[src/sv/fully_assoc_cache_fifo_core_assert.svh]
// assertion macros used by the back end of the cache tag store
`ifndef FULLY_ASSOC_CACHE_FIFO_CORE_ASSERT_SVH
`define FULLY_ASSOC_CACHE_FIFO_CORE_ASSERT_SVH

// checked at every clock edge outside reset
`define FAC_ASSERT(label, prop, msg) \
  label: assert property (@(posedge clk) disable iff (!rst_n) (prop)) else $error(msg);

// checked at every clock edge, reset included
`define FAC_ASSERT_ALWAYS(label, prop, msg) \
  label: assert property (@(posedge clk) (prop)) else $error(msg);

`endif

[src/sv/fac_pkg.sv]
// shared types, constants and register codes of the cache tag store
package fac_pkg;

  localparam int LINES      = 16;
  localparam int LINE_BITS  = $clog2(LINES);
  localparam int LCNT_BITS  = $clog2(LINES + 1);
  localparam int ADDR_BITS  = 16;
  localparam int DCNT_BITS  = $clog2(ADDR_BITS);
  localparam int WORD_BITS  = 6;
  localparam int BLK_BITS   = 7;
  localparam int BLK_MAX    = 64;
  localparam int CNT_BITS   = 16;
  localparam int DATA_BITS  = 32;
  localparam int PADDR_BITS = 3;

  localparam logic [CNT_BITS-1:0] CNT_MAX = {CNT_BITS{1'b1}};

  // register index codes (byte address bit 2)
  localparam logic REG_LINES = 1'b0;
  localparam logic REG_BLOCK = 1'b1;

  localparam logic [LCNT_BITS-1:0] LINES_RST = LCNT_BITS'(LINES);
  localparam logic [BLK_BITS-1:0]  BLOCK_RST = BLK_BITS'(4);

  typedef enum logic [1:0] {
    ACT_HIT     = 2'd0,
    ACT_INSERT  = 2'd1,
    ACT_REPLACE = 2'd2
  } action_t;

  typedef enum logic [1:0] {
    FS_IDLE,
    FS_DIV,
    FS_PUSH
  } front_state_t;

  // clamped configuration seen by the datapath
  typedef struct packed {
    logic [LCNT_BITS-1:0] lines;
    logic [BLK_BITS-1:0]  block;
  } cfg_t;

  // split address handed from front to back
  typedef struct packed {
    logic [ADDR_BITS-1:0] tag;
    logic [WORD_BITS-1:0] word;
  } split_t;

endpackage

[src/sv/fac_cfg.sv]
// configuration registers behind the apb-style port, with range clamping
module fac_cfg (
  input  logic                           clk,
  input  logic                           rst_n,
  input  logic                           psel,
  input  logic                           penable,
  input  logic                           pwrite,
  input  logic [fac_pkg::PADDR_BITS-1:0] paddr,
  input  logic [fac_pkg::DATA_BITS-1:0]  pwdata,
  output logic [fac_pkg::DATA_BITS-1:0]  prdata,
  output logic                           pready,
  output fac_pkg::cfg_t                  cfg
);
  import fac_pkg::*;

  logic [LCNT_BITS-1:0] lines_r;
  logic [BLK_BITS-1:0]  block_r;
  logic                 wr_en;

  assign pready = 1'b1;
  assign wr_en  = psel & penable & pwrite;

  // register writes
  always_ff @(posedge clk) begin
    if (!rst_n) begin
      lines_r <= LINES_RST;
      block_r <= BLOCK_RST;
    end else if (wr_en) begin
      case (paddr[2])
        REG_LINES: lines_r <= pwdata[LCNT_BITS-1:0];
        REG_BLOCK: block_r <= pwdata[BLK_BITS-1:0];
        default:   lines_r <= lines_r;
      endcase
    end
  end

  // read back
  always_comb begin
    case (paddr[2])
      REG_LINES: prdata = DATA_BITS'(lines_r);
      REG_BLOCK: prdata = DATA_BITS'(block_r);
      default:   prdata = '0;
    endcase
  end

  // zero acts as one, anything above the limit acts as the limit
  always_comb begin
    if (lines_r == '0)
      cfg.lines = LCNT_BITS'(1);
    else if (lines_r > LCNT_BITS'(LINES))
      cfg.lines = LCNT_BITS'(LINES);
    else
      cfg.lines = lines_r;
    if (block_r == '0)
      cfg.block = BLK_BITS'(1);
    else if (block_r > BLK_BITS'(BLK_MAX))
      cfg.block = BLK_BITS'(BLK_MAX);
    else
      cfg.block = block_r;
  end

endmodule

[src/sv/fac_front.sv]
// front end: accepts an address and splits it into tag and word, one bit a cycle
module fac_front (
  input  logic                          clk,
  input  logic                          rst_n,
  input  logic                          in_push,
  input  logic [fac_pkg::ADDR_BITS-1:0] in_address,
  output logic                          in_full,
  input  logic [fac_pkg::BLK_BITS-1:0]  block,
  output logic                          q_push,
  output fac_pkg::split_t               q_data,
  input  logic                          q_full
);
  import fac_pkg::*;

  front_state_t          state_r, state_nxt;
  logic [DCNT_BITS-1:0]  cnt_r, cnt_nxt;
  logic [ADDR_BITS-1:0]  dvd_r, dvd_nxt;
  logic [WORD_BITS-1:0]  rem_r, rem_nxt;
  logic [BLK_BITS-1:0]   div_r, div_nxt;
  logic [BLK_BITS-1:0]   rem_shift;
  logic                  q_bit;

  // one restoring step: shift in the next dividend bit, subtract if it fits
  assign rem_shift = {rem_r, dvd_r[ADDR_BITS-1]};
  assign q_bit     = (rem_shift >= div_r);

  // state and datapath registers
  always_ff @(posedge clk) begin
    if (!rst_n) begin
      state_r <= FS_IDLE;
      cnt_r   <= '0;
    end else begin
      state_r <= state_nxt;
      cnt_r   <= cnt_nxt;
    end
    dvd_r <= dvd_nxt;
    rem_r <= rem_nxt;
    div_r <= div_nxt;
  end

  // next state and outputs
  always_comb begin
    state_nxt = state_r;
    cnt_nxt   = cnt_r;
    dvd_nxt   = dvd_r;
    rem_nxt   = rem_r;
    div_nxt   = div_r;
    in_full   = 1'b1;
    q_push    = 1'b0;
    case (state_r)
      FS_IDLE: begin
        in_full = 1'b0;
        if (in_push) begin
          dvd_nxt   = in_address;
          rem_nxt   = '0;
          div_nxt   = block;
          cnt_nxt   = DCNT_BITS'(ADDR_BITS - 1);
          state_nxt = FS_DIV;
        end
      end
      FS_DIV: begin
        dvd_nxt = {dvd_r[ADDR_BITS-2:0], q_bit};
        rem_nxt = q_bit ? WORD_BITS'(rem_shift - div_r) : rem_shift[WORD_BITS-1:0];
        cnt_nxt = cnt_r - DCNT_BITS'(1);
        if (cnt_r == '0)
          state_nxt = FS_PUSH;
      end
      FS_PUSH: begin
        if (!q_full) begin
          q_push    = 1'b1;
          state_nxt = FS_IDLE;
        end
      end
      default: state_nxt = FS_IDLE;
    endcase
  end

  assign q_data.tag  = dvd_r;
  assign q_data.word = rem_r;

endmodule

[src/sv/fac_queue.sv]
// two-entry queue between the front and back ends
module fac_queue (
  input  logic            clk,
  input  logic            rst_n,
  input  logic            push,
  input  fac_pkg::split_t push_data,
  output logic            full,
  input  logic            pop,
  output fac_pkg::split_t pop_data,
  output logic            valid
);
  import fac_pkg::*;

  split_t       mem_r [2];
  logic         wr_ptr_r, rd_ptr_r;
  logic [1:0]   count_r;
  logic         do_push, do_pop;

  assign full     = (count_r == 2'd2);
  assign valid    = (count_r != 2'd0);
  assign do_push  = push & ~full;
  assign do_pop   = pop & valid;
  assign pop_data = mem_r[rd_ptr_r];

  // pointers and fill level
  always_ff @(posedge clk) begin
    if (!rst_n) begin
      wr_ptr_r <= 1'b0;
      rd_ptr_r <= 1'b0;
      count_r  <= 2'd0;
    end else begin
      if (do_push)
        wr_ptr_r <= ~wr_ptr_r;
      if (do_pop)
        rd_ptr_r <= ~rd_ptr_r;
      if (do_push && !do_pop)
        count_r <= count_r + 2'd1;
      else if (do_pop && !do_push)
        count_r <= count_r - 2'd1;
    end
  end

  // entry storage
  always_ff @(posedge clk) begin
    if (do_push)
      mem_r[wr_ptr_r] <= push_data;
  end

endmodule

[src/sv/fac_back.sv]
// back end: tag lookup, fifo replacement, counters and the result register
module fac_back (
  input  logic                          clk,
  input  logic                          rst_n,
  input  logic [fac_pkg::LCNT_BITS-1:0] lines,
  input  logic                          q_valid,
  input  fac_pkg::split_t               q_data,
  output logic                          q_pop,
  output logic                          out_empty,
  input  logic                          out_pop,
  output logic [fac_pkg::ADDR_BITS-1:0] out_tag,
  output logic [fac_pkg::WORD_BITS-1:0] out_word,
  output logic                          out_hit,
  output logic [1:0]                    out_action,
  output logic [fac_pkg::LINE_BITS-1:0] out_line,
  output logic [fac_pkg::CNT_BITS-1:0]  out_hit_total,
  output logic [fac_pkg::CNT_BITS-1:0]  out_miss_total
);
  import fac_pkg::*;
  `include "fully_assoc_cache_fifo_core_assert.svh"

  logic [ADDR_BITS-1:0] tags_r [LINES];
  logic [LINES-1:0]     valid_r;
  logic [LCNT_BITS-1:0] fill_r, fill_nxt;
  logic [LINE_BITS-1:0] victim_r, victim_nxt;
  logic [CNT_BITS-1:0]  hit_cnt_r, hit_cnt_nxt;
  logic [CNT_BITS-1:0]  miss_cnt_r, miss_cnt_nxt;

  logic                 res_valid_r;
  logic [ADDR_BITS-1:0] res_tag_r;
  logic [WORD_BITS-1:0] res_word_r;
  logic                 res_hit_r;
  action_t              res_act_r;
  logic [LINE_BITS-1:0] res_line_r;

  logic                 take;
  logic                 hit;
  logic [LINE_BITS-1:0] hit_line;
  logic [LINE_BITS-1:0] vp_eff;
  logic [LCNT_BITS-1:0] vp_inc;
  logic                 insert;
  logic [LINE_BITS-1:0] sel_line;
  action_t              act;

  // take the next split address when the result slot frees up
  assign take  = q_valid & (~res_valid_r | out_pop);
  assign q_pop = take;

  // parallel compare, lowest matching line wins
  always_comb begin
    hit      = 1'b0;
    hit_line = '0;
    for (int i = LINES - 1; i >= 0; i--) begin
      if (valid_r[i] && (tags_r[i] == q_data.tag) && (LCNT_BITS'(i) < lines)) begin
        hit      = 1'b1;
        hit_line = LINE_BITS'(i);
      end
    end
  end

  // victim pointer restarts at zero when out of range, wraps at lines in use
  assign vp_eff = ({1'b0, victim_r} >= lines) ? '0 : victim_r;
  assign vp_inc = {1'b0, vp_eff} + LCNT_BITS'(1);
  assign insert = (fill_r < lines);

  // replacement decision and state update
  always_comb begin
    fill_nxt     = fill_r;
    victim_nxt   = victim_r;
    hit_cnt_nxt  = hit_cnt_r;
    miss_cnt_nxt = miss_cnt_r;
    sel_line     = hit_line;
    act          = ACT_HIT;
    if (hit) begin
      if (hit_cnt_r != CNT_MAX)
        hit_cnt_nxt = hit_cnt_r + CNT_BITS'(1);
    end else begin
      if (miss_cnt_r != CNT_MAX)
        miss_cnt_nxt = miss_cnt_r + CNT_BITS'(1);
      if (insert) begin
        sel_line = fill_r[LINE_BITS-1:0];
        fill_nxt = fill_r + LCNT_BITS'(1);
        act      = ACT_INSERT;
      end else begin
        sel_line   = vp_eff;
        victim_nxt = (vp_inc == lines) ? '0 : vp_inc[LINE_BITS-1:0];
        act        = ACT_REPLACE;
      end
    end
  end

  // control state
  always_ff @(posedge clk) begin
    if (!rst_n) begin
      valid_r     <= '0;
      fill_r      <= '0;
      victim_r    <= '0;
      hit_cnt_r   <= '0;
      miss_cnt_r  <= '0;
      res_valid_r <= 1'b0;
    end else begin
      if (take) begin
        fill_r     <= fill_nxt;
        victim_r   <= victim_nxt;
        hit_cnt_r  <= hit_cnt_nxt;
        miss_cnt_r <= miss_cnt_nxt;
        if (!hit)
          valid_r[sel_line] <= 1'b1;
        res_valid_r <= 1'b1;
      end else if (out_pop) begin
        res_valid_r <= 1'b0;
      end
    end
  end

  // tag store and result payload
  always_ff @(posedge clk) begin
    if (take) begin
      if (!hit)
        tags_r[sel_line] <= q_data.tag;
      res_tag_r  <= q_data.tag;
      res_word_r <= q_data.word;
      res_hit_r  <= hit;
      res_act_r  <= act;
      res_line_r <= sel_line;
    end
  end

  assign out_empty      = ~res_valid_r;
  assign out_tag        = res_tag_r;
  assign out_word       = res_word_r;
  assign out_hit        = res_hit_r;
  assign out_action     = res_act_r;
  assign out_line       = res_line_r;
  assign out_hit_total  = hit_cnt_r;
  assign out_miss_total = miss_cnt_r;

  // checks
  `FAC_ASSERT(a_fill_bound, (fill_r <= LCNT_BITS'(LINES)), "fill count beyond line count")
  `FAC_ASSERT(a_insert_fill, (take && !hit && insert) |=> (fill_r == $past(fill_r) + LCNT_BITS'(1)), "insert did not advance fill count")
  `FAC_ASSERT(a_hit_count, (take && hit && hit_cnt_r != CNT_MAX) |=> (hit_cnt_r == $past(hit_cnt_r) + CNT_BITS'(1)), "hit not counted")
  `FAC_ASSERT(a_miss_keep, (take && hit) |=> ((miss_cnt_r == $past(miss_cnt_r)) && (fill_r == $past(fill_r))), "hit changed miss state")

endmodule

[src/sv/fully_assoc_cache_fifo_core.sv]
// top level of the fully associative cache tag store with fifo replacement
//
// input channel: drive in_address with in_push; a beat is taken at a clock
// edge where in_push is high and in_full is low.
// result channel: while out_empty is low the oldest result sits on the out_
// ports; it is taken at a clock edge where out_pop is high.
// configuration: apb-style writes to lines_in_use (byte 0) and block_words
// (byte 4); write only while no beat is in flight.
// each address is split by a bit-serial restoring divider, one quotient bit
// a cycle; the front end takes a new beat only once the last one has passed
// accept, 16 divide steps and hand-off to the queue.
// the front end hands split addresses to the back end through a two-entry
// queue; the back end does the tag compare and update into a result
// register, so a stalled receiver first fills the queue and then holds the
// front end in its hand-off, with in_full high.
// reset (rst_n low, synchronous) clears all line valid bits, the fill count,
// the victim pointer and both counters, and restores the register defaults.
module fully_assoc_cache_fifo_core (
  input  logic                           clk,
  input  logic                           rst_n,
  input  logic                           in_push,
  output logic                           in_full,
  input  logic [fac_pkg::ADDR_BITS-1:0]  in_address,
  output logic                           out_empty,
  input  logic                           out_pop,
  output logic [fac_pkg::ADDR_BITS-1:0]  out_tag,
  output logic [fac_pkg::WORD_BITS-1:0]  out_word,
  output logic                           out_hit,
  output logic [1:0]                     out_action,
  output logic [fac_pkg::LINE_BITS-1:0]  out_line,
  output logic [fac_pkg::CNT_BITS-1:0]   out_hit_total,
  output logic [fac_pkg::CNT_BITS-1:0]   out_miss_total,
  input  logic                           psel,
  input  logic                           penable,
  input  logic                           pwrite,
  input  logic [fac_pkg::PADDR_BITS-1:0] paddr,
  input  logic [fac_pkg::DATA_BITS-1:0]  pwdata,
  output logic [fac_pkg::DATA_BITS-1:0]  prdata,
  output logic                           pready
);
  import fac_pkg::*;

  cfg_t   cfg;
  logic   q_push, q_full, q_pop, q_valid;
  split_t q_in, q_out;

  // configuration registers
  fac_cfg u_cfg (
    .clk     (clk),
    .rst_n   (rst_n),
    .psel    (psel),
    .penable (penable),
    .pwrite  (pwrite),
    .paddr   (paddr),
    .pwdata  (pwdata),
    .prdata  (prdata),
    .pready  (pready),
    .cfg     (cfg)
  );

  // address split
  fac_front u_front (
    .clk        (clk),
    .rst_n      (rst_n),
    .in_push    (in_push),
    .in_address (in_address),
    .in_full    (in_full),
    .block      (cfg.block),
    .q_push     (q_push),
    .q_data     (q_in),
    .q_full     (q_full)
  );

  // decoupling queue
  fac_queue u_queue (
    .clk       (clk),
    .rst_n     (rst_n),
    .push      (q_push),
    .push_data (q_in),
    .full      (q_full),
    .pop       (q_pop),
    .pop_data  (q_out),
    .valid     (q_valid)
  );

  // lookup and replacement
  fac_back u_back (
    .clk            (clk),
    .rst_n          (rst_n),
    .lines          (cfg.lines),
    .q_valid        (q_valid),
    .q_data         (q_out),
    .q_pop          (q_pop),
    .out_empty      (out_empty),
    .out_pop        (out_pop),
    .out_tag        (out_tag),
    .out_word       (out_word),
    .out_hit        (out_hit),
    .out_action     (out_action),
    .out_line       (out_line),
    .out_hit_total  (out_hit_total),
    .out_miss_total (out_miss_total)
  );

endmodule

[config.mk]
export PLATFORM = sky130hd
export DESIGN_NAME = fully_assoc_cache_fifo_core
export DESIGN_NICKNAME = d
export VERILOG_FILES = /design/src/sv/fac_pkg.sv /design/src/sv/fac_cfg.sv /design/src/sv/fac_front.sv /design/src/sv/fac_queue.sv /design/src/sv/fac_back.sv /design/src/sv/fully_assoc_cache_fifo_core.sv
export VERILOG_INCLUDE_DIRS = /design/src /design/src/sv
export SDC_FILE = /design/constraint.sdc
export NUM_CORES = 1
export LEC_CHECK = 0
export BUFFER_PORTS_ARGS = -buffer_cell sky130_fd_sc_hd__buf_2
export CELL_PAD_IN_SITES_DETAIL_PLACEMENT = 1
export CELL_PAD_IN_SITES_GLOBAL_PLACEMENT = 2
export CORE_AREA = 4 4 226 250
export DETAILED_ROUTE_END_ITERATION = 16
export DIE_AREA = 0 0 230 254
export GPL_TIMING_DRIVEN = 0
export PLACE_DENSITY = 0.78
export SLEW_MARGIN = 20
export SYNTH_ARGS = -nofsm -noshare
export SYNTH_HDL_FRONTEND = slang
export SYNTH_SLANG_ARGS = --single-unit
[constraint.sdc]
create_clock -name clk -period 4.3 [get_ports clk]
set_clock_uncertainty 0.15 [all_clocks]
set_input_delay 0.645 -clock clk [delete_from_list [all_inputs] [get_ports clk]]
set_output_delay 0.645 -clock clk [all_outputs]
set_load 0.01 [all_outputs]
# Word-level counts from Yosys, hierarchy flattened
# Memories as Yosys holds them, arrays and structs flattened. A register that Yosys moved wholly into a read port is not among the register bits.
# Index checks and enable logic that the tools add are counted.
[classes] multipliers=0 n_lt_le_gt_ge=23 n_shift=0 n_div=0 n_bitwise=14 n_eq_ne=25 add_sub_neg=8 n_mux=68 n_reduce_logical=56
[ops] operator="equality test 16 bit" count=16
[ops] operator="2-to-1 mux 4 bit" count=21
[ops] operator="one-hot mux 32 bit (2 select lines)" count=1
[ops] operator="< comparator 4 x 5 -> 1 bit, first input constant" count=8
[ops] operator="logical AND 1 bit" count=35
[ops] operator="adder 16 x 1 -> 16 bit, second input constant" count=2
[ops] operator="inequality test 16 bit, second input constant" count=2
[ops] operator="one-hot mux 16 bit (2 select lines)" count=1
[ops] operator="2-to-1 mux 1 bit" count=29
[ops] operator="< comparator 3 x 5 -> 1 bit, first input constant" count=4
[ops] operator="2-to-1 mux 16 bit" count=1
[ops] operator="OR 16 bit" count=1
[ops] operator="AND reduction 3 bit" count=5
[ops] operator="2-to-1 mux 2 bit" count=6
[ops] operator="2-to-1 mux 6 bit" count=2
[ops] operator="one-hot mux 6 bit (2 select lines)" count=1
[ops] operator="< comparator 1 x 5 -> 1 bit, first input constant" count=2
[ops] operator="< comparator 2 x 5 -> 1 bit, first input constant" count=2
[ops] operator="2-to-1 mux 5 bit" count=2
[ops] operator="AND reduction 2 bit" count=5
[ops] operator="one-hot mux 4 bit (2 select lines)" count=1
[ops] operator="nonzero test 2 bit" count=4
[ops] operator=">= comparator 7 bit" count=1
[ops] operator="greater-than comparator 7 bit, second input constant" count=1
[ops] operator="other kinds (28)" count=41
[totals] inputBits=58 latchBits=0 ff_bits=138 out_inout_bits=96 rom_bits=0 n_memories=2 wordCells=218 ram_bits=300
[memory_table] name="u_back.tags_r" words=16 word_bits=16 read_ports=16 rd_ports_with_merged_regs=0 write_ports=1 line_no="fac_back.sv:22" source="logic [ADDR_BITS-1:0] tags_r [LINES];"
[memory_table] name="u_queue.mem_r" words=2 word_bits=22 read_ports=1 rd_ports_with_merged_regs=1 write_ports=1 line_no="fac_queue.sv:14" source="split_t mem_r [2];"

# Depth between registers and ports, before layout
[depth] word_depth=27 mapped_depth=22 depth_no_buf=19

# Hierarchy
# From an unflattened synthesis, not the netlist that was laid out.
[hier_totals] cells_unflattened=1609 area_unflattened_um2=20337.0
[modules_own_cells] mod="fac_back" seq_area_each_um2=9719.3 area_per_inst_um2=15887.7 cells_per_inst=1244 n_inst=1
[modules_own_cells] mod="fac_queue" seq_area_each_um2=1421.4 area_per_inst_um2=1815.5 cells_per_inst=93 n_inst=1
[modules_own_cells] mod="fac_front" seq_area_each_um2=991.0 area_per_inst_um2=1759.2 cells_per_inst=169 n_inst=1
[modules_own_cells] mod="fac_cfg" seq_area_each_um2=240.2 area_per_inst_um2=874.6 cells_per_inst=103 n_inst=1

# Worst setup path after synthesis
# OpenSTA, ideal clock, no wires.
[synth_timing] path_kind="register to register" from="register u_cfg.lines_r[2]" to="memory u_back.tags_r[4][0] (enable)" setup_time_ps=409 slack_ps=-486 stages_incl_launch_ff=17 path_buffers=3 arrival_time_ps=4226 cell_sequence="dfxtp_1 -> clkbuf_1 -> clkbuf_1 -> nor3_1 -> nor2_1 -> nor2_1 -> ha_1 -> nand2b_1 -> a21o_1 -> a21oi_1 -> maj3_1 -> o21ai_0 -> mux2_2 -> nor3_1 -> nand2b_1 -> clkbuf_1 -> nor3_1"
[synth_via] elab_chain_cells=24 word_cells_on_any_way=76
[synth_rtl] item="start: declaration" line_no="fac_cfg.sv:16" source="logic [LCNT_BITS-1:0] lines_r;"
[synth_rtl] item="start signal: assignment" line_no="fac_cfg.sv:30" source="REG_LINES: lines_r <= pwdata[LCNT_BITS-1:0];"
[synth_rtl] item="start signal: assignment" line_no="fac_cfg.sv:32" source="default: lines_r <= lines_r;"
[synth_rtl] item="greater-than comparator 5 bit" line_no="fac_cfg.sv:50" source="else if (lines_r > LCNT_BITS'(LINES))"
[synth_rtl] item="2-to-1 mux 5 bit" line_no="fac_cfg.sv:50"
[synth_rtl] item="2-to-1 mux 5 bit *" line_no="fac_cfg.sv:48" source="if (lines_r == '0)"
[synth_rtl] item="< comparator 4 x 5 -> 1 bit" line_no="fac_back.sv:54" source="if (valid_r[i] && (tags_r[i] == q_data.tag) && (LCNT_BITS'(i) < lines)) begin"
[synth_rtl] item="logical AND 1 bit" line_no="fac_back.sv:54"
[synth_rtl] item="2-to-1 mux 1 bit (16 in series)" line_no="fac_back.sv:54"
[synth_rtl] item="2-to-1 mux 1 bit" line_no="fac_back.sv:119" source="if (!hit)"
[synth_rtl] item="2-to-1 mux 1 bit" line_no="fac_back.sv:118" source="if (take) begin"
[synth_rtl] item="2-to-1 mux 1 bit (not written as such)" line_no="fac_back.sv:120" source="tags_r[sel_line] <= q_data.tag;"
[synth_rtl] item="end: declaration" line_no="fac_back.sv:22"
# Every way passes the cells marked *; elsewhere a longest branch is shown, timed or not.

==> qor.yml <==
drt:
  postRouteAntennaNets: 0
  dr.pass1.iters: 5
  post-route-drc-count: 0
  viasPerCell: 5.48
  dr_total_vias: 14625
  wirelength_um: 67000
  drtIter0Drc: 1085
  routedWlPerCell_um: 25.1
floorplan:
  num_rows: 89
  core_um2: 53700
  die_x_um: 230
  start_util: 0.378
  dieArea_um2: 58400
  io_pins: 154
  die_y_um: 254
sta:
  slew_headroom: 0.187
  post-route-period-util: 1.01
  max_freq_ghz: 0.230
  rsz0062_at_grt: "yes"
  slew_violations: 0
  fin_crit_ps: 4340
  final.setup.tns_ps: -817
  setup_viol_count_final: 31
  finalHoldViolCount: 0
  final.setup.worst_slack_ps: -42.6
  tightest_slew_ps: 1220
run_status:
  violations: "setup timing"
  status: "complete, but fails checks"
synthesis:
  synth_cell_types: 79
  ys_seq_area_frac: 0.609
  synth_compound_area_frac: 0.0403
  synth_seq_cells: 439
  syn_area_um2: 20300
  syn_avg_cell_area_um2: 12.7
  synth_xor_area_frac: 0.121
  synthArstFlopShare: 0
  muxShareOfSynthArea: 0.0333
  synth-simple-area-share: 0.146
  synthAdderAreaFrac: 0.0138
  synth-edff-count: 358
  synth_top_family_by_area: "simple AND/OR/NAND/NOR gates"
  syn_inst: 1601
  ys.flop_type: "edfxtp_1"
  ys_warn_count: 0
global_routing:
  grt_max_degree: 32
  antenna_found_initial: 0
  grt_overflow: 0
  grt_pass1_wl_um: 97100
  grtUsageTotal: 0.220
  met2_usage: 0.391
  grt_use_met3: 0.0331
  top_usage_layer: "met2"
  grt_pass1_vias: 15207
  met1_usage: 0.270
setup_path:
  crit_required_ps: 4440
  end_kind: "flop"
  arrival_ps: 4480
  start_kind: "flop"
  r2r_cells: 19
  critPathMaxFanout: 13
  crit_type: "reg2reg"
  rrSetupSlack_ps: -40
clock_network:
  cts_sinks: 439
  clk_latency_ps: 590
  cts_tree: "yes"
  clk_pin_slew_ps: 70
  ctsHoldBuffers: 0
  h-tree-depth: 2
  clockBufferDepth: 3
  cts_root_buffer: "clkbuf_16"
  numCtsBuffers: 45
power:
  power_frac_comb: 0.257
  vdd_ir_drop_max_v: 0.000323
  intPower_mw: 8.48
  clkPwrFrac: 0.310
  sw_frac_of_total: 0.310
  powerDensity_nw_per_um2: 480
  pwr-share-seq: 0.433
  power_leakage_nw: 8.95
  p_switching_mw: 3.81
hold_path:
  min_path_type: "in2reg"
  whs_path_depth: 3
placed_design:
  place.port_buffers: 100
  gp_congestion: 0.898
  dp_hpwl_um: 42100
layout:
  syn2layout_area_growth_pct: 26.1
  nets: 1986
  drive_gt1_frac: 0.256
  fin_util: 0.477
flow_run:
  maxCapViolCount: 0
-- layout by cell type, fill, tap and decap left out, types with 9 or more instances in the layout --
master and n:
nand2_1 133, nor4_2 9, and2_1 17, mux2i_1 25, edfxtp_1 358, conb_1 26, nor2_1 74, nand2b_1 23
nor4_1 93, xnor2_1 256, a21oi_1 29, o21ai_0 16, clkbuf_1 27, nor4_4 12, clkinv_2 9, clkbuf_16 46
buf_6 19, xor2_1 14, mux2i_4 15, nand3_1 40, inv_1 42, or3_1 11, dfxtp_1 80, nor2b_1 12
buf_12 34, nand4_1 23, and3_1 16, ha_1 19, mux2_2 11, buf_4 121, buf_2 102, and3_4 11
nor3_1 24
-- synthesized netlist by cell type, types with 5 or more instances --
master    instances  share of area
nand3_1          40         0.0099
nand2b_1         24         0.0074
nand4_1          23         0.0071
nor3_1           32         0.0079
a21oi_1          32         0.0079
clkbuf_1         29         0.0054
ha_1             20          0.012
o21ai_0          20         0.0049
xor2_1           18         0.0078
edfxtp_1        358           0.53
mux2i_1          29          0.014
buf_2             5         0.0012
a21o_1            7         0.0026
nand2_1         134          0.025
buf_6             9         0.0050
nor2_1           83          0.015
nor4_1          111          0.034
mux2_2           11         0.0061
nor4b_1           5         0.0022
nor2b_1          14         0.0043
dfxtp_1          81          0.080
buf_4            38          0.014
inv_1            43         0.0079
or3_1            11         0.0034
a211oi_1          8         0.0030
mux2i_4          11          0.012
xnor2_1         263           0.11
a32o_1            8         0.0039
and2_1           18         0.0055
or4_1             9         0.0033
and3_1           23         0.0071
-- power by group through the flow --
stage	clock network, mW	registers (mW)	logic, mW
6_report	3.81	5.32	3.16
5_1_grt	4.05	5.35	3.34
4_1_cts	3.85	5.32	2.94
3_5_place_dp	0	5.41	2.48
3_3_place_gp	0	5.39	2.41
2_1_floorplan	0	5.42	1.49
-- sequential cells by signal, summed over array words and instances (netlist names), named ones only --
signal and cells:
u_front.div_r 7, u_back.out_hit_total 16, u_queue.count_r 2, u_back.out_line 4, u_back.out_hit 1, u_front.cnt_r 4, u_back.out_word 6, u_back.out_miss_total 16
u_queue.rd_ptr_r 1, u_back.res_valid_r 1, u_back.victim_r 4, u_queue.wr_ptr_r 1, u_back.fill_r 5, u_cfg.block_r 7, u_back.tags_r 256, u_front.state_r 2
u_front.dvd_r 16, u_back.valid_r 16, u_back.out_tag 16, u_queue.mem_r 44, u_front.rem_r 6, u_back.out_action 2, u_cfg.lines_r 5
-- cells by family after synthesis --
family                   count (synthesis)
AND/OR/NAND/NOR                        553
flip-flops                             439
XOR/XNOR                               281
buffers and inverters                  133
AO/OA/AOI/OAI                          119
multiplexers                            52
adder cells (fa/ha/maj)                 22
other                                    2
-- through the flow --
step,setup WS (ps),power [mW],cells,hold WS (ps),area [um^2]
3_5_place_dp,-1730,7.89,2465,301,22000
4_1_cts,2.81,12.1,2630,127,24900
6_report,-42.6,12.3,2669,161,25600
2_1_floorplan,-486,6.91,1625,264,20400
3_3_place_gp,-2620,7.80,2453,281,21800
5_1_grt,-96.4,12.7,2668,153,25600
-- routing by layer --
layer | share of wire | up-vias
li1 | - | 6436
met3 | 0.060 | 160
met4 | 0.041 | 0
met2 | 0.51 | 556
met5 | 0 | -
met1 | 0.39 | 7473
-- path summary, 6_finish.rpt --
path / to / startpoint
max reg2reg: u_back.tags_r[6][13] / flop
min reg2reg: u_back.valid_r[15] / u_back.valid_r[15]
max: u_back.tags_r[6][13] / flop
min: u_cfg.block_r[2] / pwdata[2]
-- critical path: stages, from the launching register on --
cell      delay (ps)
dfxtp_1          330
buf_6            150
buf_12           150
mux2i_4          290
buf_12           170
buf_12           170
xnor2_1          170
nor4_1            80
nand4_1          140
nor4_4            60
buf_4            170
nor4_4           380
and4_4           360
clkinv_8          90
o2111a_2         200
nor2_4           170
inv_4             80
buf_12           170
nor3_4           340
buf_6            190
-- what timing repair did --
item / in CTS / in global routing
endpoints found under the hold margin: 0 / 0
pin swaps: 28 / 33
setup buffers: 83 / 41
resized for setup: 144 / 77
cloned: 7 / 1
endpoints found under the setup margin: 318 / 265
-- layout make-up --
type | count | area (um^2)
Clock inverter | 25 | 218
Fill cell | 5602 | 28100
Clock buffer | 55 | 1180
Buffer | 80 | 779
Timing Repair Buffer | 236 | 1900
Multi-Input combinational cell | 1058 | 8050
Inverter | 47 | 195
Antenna cell | 1 | 2.50
Sequential cell | 439 | 12400
Tap cell | 728 | 911
No activity file was read; power rests on OpenSTA's default activity.
